**src/hw/rtl/dfa_multistart_pattern_scanner_core_assert.svh**
```systemverilog
// Assertion macros used by the scanner core RTL.
`ifndef DFA_MULTISTART_PATTERN_SCANNER_CORE_ASSERT_SVH
`define DFA_MULTISTART_PATTERN_SCANNER_CORE_ASSERT_SVH

// Condition holds at every edge outside reset.
`define DFAMS_ASSERT_ALWAYS(lbl, cond, msg) \
  lbl: assert property (@(posedge clk) disable iff (!rst_n) (cond)) else $error(msg);

// Antecedent implies consequent in the same cycle.
`define DFAMS_ASSERT_IMP(lbl, ante, cons, msg) \
  lbl: assert property (@(posedge clk) disable iff (!rst_n) (ante) |-> (cons)) else $error(msg);

// Antecedent implies consequent in the next cycle.
`define DFAMS_ASSERT_NXT(lbl, ante, cons, msg) \
  lbl: assert property (@(posedge clk) disable iff (!rst_n) (ante) |=> (cons)) else $error(msg);

`endif

```
**src/hw/rtl/dfams_ram.sv**
```systemverilog
module dfams_ram #(
  parameter int AW = 4,
  parameter int DW = 8
) (
  input  logic          clk,
  input  logic          we,
  input  logic [AW-1:0] waddr,
  input  logic [DW-1:0] wdata,
  input  logic          re,
  input  logic [AW-1:0] raddr,
  output logic [DW-1:0] rdata
);

  logic [DW-1:0] mem [(1 << AW)];

  always_ff @(posedge clk) begin
    if (we) begin
      mem[waddr] <= wdata;
    end
  end

  always_ff @(posedge clk) begin
    if (re) begin
      rdata <= mem[raddr];
    end
  end

endmodule

```
**config.mk**
```make
export PLATFORM = sky130hd
export DESIGN_NAME = dfams_ram
export DESIGN_NICKNAME = d
export VERILOG_FILES = /design/src/hw/rtl/dfa_multistart_pattern_scanner_core_assert.svh /design/src/hw/rtl/dfams_ram.sv
export SDC_FILE = /design/constraint.sdc
export NUM_CORES = 1
export LEC_CHECK = 0
export BUFFER_PORTS_ARGS = -buffer_cell sky130_fd_sc_hd__clkbuf_2
export CORE_AREA = 5 5 100 102
export CTS_CLUSTER_DIAMETER = 40
export DETAILED_ROUTE_END_ITERATION = 16
export DIE_AREA = 0 0 105 107
export GPL_TIMING_DRIVEN = 0
export PLACE_DENSITY_LB_ADDON = 0.1
export SLEW_MARGIN = 0
export SYNTH_ARGS = -nofsm -noshare
export SYNTH_HDL_FRONTEND = slang
export SYNTH_SLANG_ARGS = --single-unit
```
**constraint.sdc**
```tcl
create_clock -name clk -period 2.12 [get_ports clk]
set_input_delay 0.106 -clock clk [delete_from_list [all_inputs] [get_ports clk]]
set_output_delay 0.106 -clock clk [all_outputs]
set_load 0.01 [all_outputs]
```
==> flow_metrics.env, run 1 <==
export IMPL_first_iter_violations=165
export IMPL_pwr_share_comb_pct=4.5
export IMPL_leakagePower_nw=2.05
export IMPL_netSwitchingPower_mw=1.26
export IMPL_cp_data_arrival_time_ns=1.86
export IMPL_crit_required_ns=2.38
export IMPL_clkTransAtPathRegs_ns=0.06
export IMPL_synth_area_leaders="edfxtp_1 78%, mux4_2 7.8%, mux4_1 7.0%, a22oi_1 2.3%, nor2_1 0.93%"
export IMPL_postSynthAreaPerCell_um2=22.8
export IMPL_hold_viol_final=0
export IMPL_chipWidth_um=105
export IMPL_worst_pin_slew_ns=1.29
export IMPL_die_h_um=107
export IMPL_cp_startpoint="mem[0][3]"
export IMPL_clock_path_buffers=2
export IMPL_outcome="complete, no violations"
export IMPL_r2r_start="mem[0][3]"
export IMPL_synth_top_area_share_pct=78.1
export IMPL_viasPerCell=6.04
export IMPL_syn2layout_area_growth_pct=17.1
export IMPL_post_cts_buffers=0
export IMPL_cp_max_fo=1
export IMPL_cts_sinks=136
export IMPL_hold_buffers=1
export IMPL_p_int_mw=5.07
export IMPL_fin_nets=293
export IMPL_cap_violations=0
export IMPL_num_rows=35
export IMPL_crit_chain="mux4_1 -> a22oi_1 -> nand2_1"
export IMPL_period_share_pct=75.5
export IMPL_grt_max_degree=17
export IMPL_min_period_ns=1.60
export IMPL_drt_pass1_iterations=5
export IMPL_grt_usage_pct=19.0
export IMPL_grt_pass1_vias=2542
export IMPL_worst_r2r_path_depth=3
export IMPL_htree_levels=4
export IMPL_yosys_area_top_type="edfxtp_1"
export IMPL_startpoint_type="flop"
export IMPL_final_util_pct=67.8
export IMPL_netlist_instances=229
export IMPL_instances_no_fill=398
export IMPL_io_buffers=25
export IMPL_drv_slew=0
export IMPL_ioPinCount=27
export IMPL_critPathCapture="rdata[3]"
export IMPL_fmax_mhz=625
export IMPL_wl_per_cell_um=24.2
export IMPL_hold_slack_ns=0.0335
export IMPL_critPathMaxStageDelay_ns=0.56
export IMPL_tns_ns=0
export IMPL_ys_ff_latch=136
export IMPL_cts_root_buf="clkbuf_8"
export IMPL_antenna_found_initial=0
export IMPL_n_antenna_cell=0
export IMPL_p_per_area_nw_per_um2=1030
export IMPL_synth_area_um2=5230
export IMPL_clock_latency_ns=0.51
export IMPL_min_path_type="in -> reg"
export IMPL_cts_tree="yes"
export IMPL_r2r_setup_slack_ns=0.52
export IMPL_ant_nets=0
export IMPL_vias=2405
export IMPL_setup_viol=0
export IMPL_finClkSkew_ns=0.0102
export IMPL_max_vdd_ir_drop_uv=625
export IMPL_final_common_cell="edfxtp_1"
export IMPL_ys_seq_area_share_pct=78.1
export IMPL_clkPwrFrac_pct=47.4
export IMPL_seq_power_share_pct=48.1
export IMPL_die_area_um2=11200
export IMPL_reg2reg_to="rdata[3]"
export IMPL_grt_pass1_wl_um=15000
export IMPL_drc=0
export IMPL_yosys_warnings=0
export IMPL_cts_resized=0
export IMPL_maxSlewHeadroom_pct=13.1
export IMPL_drive_gt1_share_pct=30.0
export IMPL_overflow=0
export IMPL_start_util_pct=57.9
export IMPL_routabilityCongestion=0.780
export IMPL_final_cell_mix="136 x edfxtp_1, 25 x clkbuf_2, 18 x mux4_2"
export IMPL_cp_slowest_cell="mux4_1"
export IMPL_num_fill_cells=571
export IMPL_endpoint_kind="flop"
export IMPL_cts_made_buffers=17
export IMPL_dp_cells=365
export IMPL_swShare_pct=19.9
export IMPL_coreArea_um2=9020
export IMPL_synth_nets=248
export IMPL_finalWirelength_um=9620
export IMPL_synth_cell_type_count=18
export IMPL_critical_path_class="reg -> reg"
export IMPL_rsz0062_at_grt="no"
export IMPL_dpl_hpwl_um=6190
cells by family (layout without fill, tap and decap cells):
family                 Yosys count  in the layout  synth area share [%]
AOI/OAI and AO/OA               16             16                  2.30
muxes                           32             32                  14.8
and+or+nand+nor                 35             35                  3.14
buffers and inverters           10             68                  1.65
DFF                            136            136                  78.1
power by group through the flow:
stage	logic (mW)	clock network (mW)	registers (mW)
4_1_cts	0.289	3.04	3.04
6_report	0.284	2.99	3.04
2_1_floorplan	0.153	0	3.10
3_5_place_dp	0.287	0	3.10
3_3_place_gp	0.283	0	3.10
5_1_grt	0.309	3.19	3.05
worst max-delay path: cells and delay by family (launching register included):
| family | cells | cell delay, ns |
|---|---|---|
| AOI/OAI and AO/OA | 1 | 0.34 |
| DFF | 1 | 0.36 |
| muxes | 1 | 0.56 |
| and+or+nand+nor | 1 | 0.09 |
metrics by stage:
| step | setup WS, ns | area, um2 | power [mW] |
|---|---|---|---|
| floorplan | 0.521 | 5230 | 3.26 |
| global route | 0.447 | 6120 | 6.55 |
| finish | 0.519 | 6120 | 6.32 |
| detailed placement | 0.0286 | 5490 | 3.39 |
| CTS | 0.518 | 6110 | 6.38 |
| global placement | -0.0532 | 5490 | 3.38 |
registers in the layout, summed over array words and instances (netlist names):
signal  flops
mem       128
rdata       8
how the worst min path moves through the flow:
stage             start    endpoint  depth (start not counted)
4_1_cts        wdata[4]   mem[2][4]                          1
5_1_grt        wdata[4]   mem[1][4]                          1
6_report       wdata[4]  mem[12][4]                          1
3_5_place_dp         re    rdata[1]                          1
2_1_floorplan  wdata[0]   mem[0][0]                          0
3_3_place_gp         re    rdata[1]                          1
synthesized netlist by cell type (all sizes together):
| master | count |
|---|---|
| nor2 | 13 |
| nand3b | 2 |
| or3b | 1 |
| a22oi | 16 |
| clkdlybuf4s25 | 3 |
| and2b | 1 |
| and2 | 1 |
| buf | 7 |
| nor3 | 4 |
| nand2 | 9 |
| edfxtp | 136 |
| nand3 | 1 |
| nor2b | 1 |
| nand2b | 2 |
| mux4 | 32 |
metal layers:
metal  global-route usage [%]  routed length, um  vias to the layer above
li1                         -                  -                     1072
met1                     24.9               3710                     1227
met2                     30.4               4940                       95
met3                     5.24                839                       11
met4                     8.04                136                        0
met5                        0                  0                        -
cell type report:
| type | count | area, um2 | area share (%) |
|---|---|---|---|
| clock buffers | 18 | 418 | 6.83 |
| repair buffers | 26 | 135 | 2.21 |
| well taps | 111 | 139 | 2.27 |
| clock inverters | 14 | 195 | 3.19 |
| multi-input cells | 83 | 1060 | 17.4 |
| plain buffers | 10 | 86.3 | 1.41 |
| flip-flops and latches | 136 | 4080 | 66.7 |
(Power assumes the default switching activity.)
==> run 2: changes to the inputs <==
--- a/config.mk
+++ b/config.mk
@@ -6,10 +6,10 @@
 export NUM_CORES = 1
 export LEC_CHECK = 0
 export BUFFER_PORTS_ARGS = -buffer_cell sky130_fd_sc_hd__clkbuf_2
-export CORE_AREA = 5 5 100 102
+export CORE_AREA = 5 5 105 107
 export CTS_CLUSTER_DIAMETER = 40
 export DETAILED_ROUTE_END_ITERATION = 16
-export DIE_AREA = 0 0 105 107
+export DIE_AREA = 0 0 110 112
 export GPL_TIMING_DRIVEN = 0
 export PLACE_DENSITY_LB_ADDON = 0.1
 export SLEW_MARGIN = 0
==> constraint.sdc (replaced) <==
create_clock -name clk -period 1.35 [get_ports clk]
set_input_delay 0.0675 -clock clk [delete_from_list [all_inputs] [get_ports clk]]
set_output_delay 0.0675 -clock clk [all_outputs]
set_load 0.01 [all_outputs]
==> run 2 against run 1 <==
  * The flow now finishes with violations (negative setup slack)
  * Non-clock buffer count did not move
  * Clock skew fell by 0.0038 ns
  * Combinational power rose by 68%
  * Clock-buffer cell count rose by 2
  * Critical path type unchanged
  * Largest power group unchanged
==> flow_metrics.env, run 2 (same netlist as run 1, synthesis figures left out) <==
export IMPL_outcome="complete, but fails checks"
export IMPL_violations="negative setup slack"
export IMPL_start_util_pct=52.0
export IMPL_swShare_pct=20.1
export IMPL_min_period_ns=1.52
export IMPL_post_cts_buffers=0
export IMPL_drv_slew=0
export IMPL_p_int_mw=7.35
export IMPL_maxSlewHeadroom_pct=22.3
export IMPL_drive_gt1_share_pct=35.7
export IMPL_viasPerCell=5.49
export IMPL_grt_max_degree=17
export IMPL_r2r_setup_slack_ns=-0.17
export IMPL_routabilityCongestion=0.758
export IMPL_largest_reg_flops=128
export IMPL_period_share_pct=112
export IMPL_design_area_um2=6060
export IMPL_io_buffers=25
export IMPL_syn2layout_area_growth_pct=15.8
export IMPL_first_iter_violations=98
export IMPL_wl_per_cell_um=23.1
export IMPL_coreArea_um2=10000
export IMPL_cp_max_fo=1
export IMPL_cts_root_buf="clkbuf_8"
export IMPL_postPlaceCellArea_um2=5530
export IMPL_top_regs="mem x128, rdata x8"
export IMPL_die_h_um=112
export IMPL_min_path_type="in -> reg"
export IMPL_drc=0
export IMPL_startpoint_type="flop"
export IMPL_cts_sinks=136
export IMPL_p_per_area_nw_per_um2=1520
export IMPL_cts_tree="yes"
export IMPL_cap_violations=0
export IMPL_hold_slack_ns=0.0166
export IMPL_regMostFlops="mem"
export IMPL_die_area_um2=12300
export IMPL_netSwitchingPower_mw=1.85
export IMPL_routed_top_layer="met4"
export IMPL_clock_latency_ns=0.49
export IMPL_cts_made_buffers=17
export IMPL_max_vdd_ir_drop_uv=818
export IMPL_crit_required_ns=1.59
export IMPL_finClkSkew_ns=0.00640
export IMPL_drt_pass1_iterations=4
export IMPL_clock_path_buffers=2
export IMPL_final_util_pct=60.3
export IMPL_clkPwrFrac_pct=42.8
export IMPL_pwr_share_comb_pct=5.2
export IMPL_endpoint_kind="flop"
export IMPL_met1_length_um=4540
export IMPL_place_ws_ns=-0.536
export IMPL_dpl_hpwl_um=6190
export IMPL_hold_viol_final=0
export IMPL_setup_viol=8
export IMPL_layout_setup_ws_ns=-0.165
export IMPL_grt_pass1_wl_um=14900
export IMPL_routed_wl_met2_um=4690
export IMPL_overflow=0
export IMPL_total_power_mw=9.20
export IMPL_rsz0062_at_grt="yes"
export IMPL_seq_power_share_pct=52.0
export IMPL_final_cell_mix="136 x edfxtp_1, 29 x mux4_2, 25 x clkbuf_2"
export IMPL_finalWirelength_um=9740
export IMPL_cp_data_arrival_time_ns=1.76
export IMPL_chipWidth_um=110
export IMPL_ioPinCount=27
export IMPL_fin_nets=293
export IMPL_n_antenna_cell=0
export IMPL_critical_path_class="reg -> reg"
export IMPL_ant_nets=0
export IMPL_fmax_mhz=660
export IMPL_final_common_cell="edfxtp_1"
export IMPL_wl_met3_um=466
export IMPL_clkTransAtPathRegs_ns=0.06
export IMPL_grt_pass1_vias=2444
export IMPL_grt_usage_pct=17.5
export IMPL_worst_pin_slew_ns=1.16
export IMPL_antenna_found_initial=0
export IMPL_vias=2318
export IMPL_htree_levels=4
export IMPL_leakagePower_nw=1.98
export IMPL_num_rows=37
## run 2: changes by cell type in the layout (fill, tap and decap cells not counted), sizes merged
cell,change
clkinvlp,-3
bufinv,-3
clkbuf,+2
inv,-4
clkinv,+7
## run 2: layer usage
layer	track usage (%)	vias to the layer above
met4	5.24	0
met5	0	-
met2	25.5	55
li1	-	1060
met1	26.5	1201
met3	4.23	2
## run 2: layout make-up
type	instances	area, um2
buffer	10	86.3
clock buffer	20	425
clock inverter	11	83.8
fill	747	3990
multi-input combinational	83	1070
sequential	136	4080
tap	136	170
timing repair buffer	26	135
## run 2: through the flow
step | cells | TNS [ns]
6_report | 422 | -0.453
5_1_grt | 422 | -0.853
4_1_cts | 422 | -0.537
3_5_place_dp | 390 | -33.09
3_3_place_gp | 390 | -32.21
2_1_floorplan | 229 | 0
## run 2: worst paths after layout
path / start / to / cells after the start
min reg2reg: mem[11][1] / rdata[1] / 3
max reg2reg: mem[4][0] / rdata[0] / 3
max: mem[4][0] / rdata[0] / 3
min: wdata[6] / mem[7][6] / 1
## run 2: power groups by stage
stage                     Sequential (mW)  Combinational [mW]  Clock, mW
after floorplan                      4.87               0.240          0
after global placement               4.86               0.448          0
after detailed placement             4.87               0.458          0
after CTS                            4.78               0.485       4.01
after global routing                 4.79               0.518       4.22
final                                4.78               0.478       3.94
## run 2: what timing repair did
item | CTS | global route
hold endpoints to repair | 8 | 0
endpoints found under the setup margin | 16 | 8
hold buffers | 1 | 0
gates resized for setup | 18 | 3
pin swaps | 10 | 2
## run 2: worst max-delay path, stage by stage (launching register included)
cell and delay [ns]:
edfxtp_1 0.39, mux4_2 0.52, a22oi_2 0.24, nand2_1 0.10
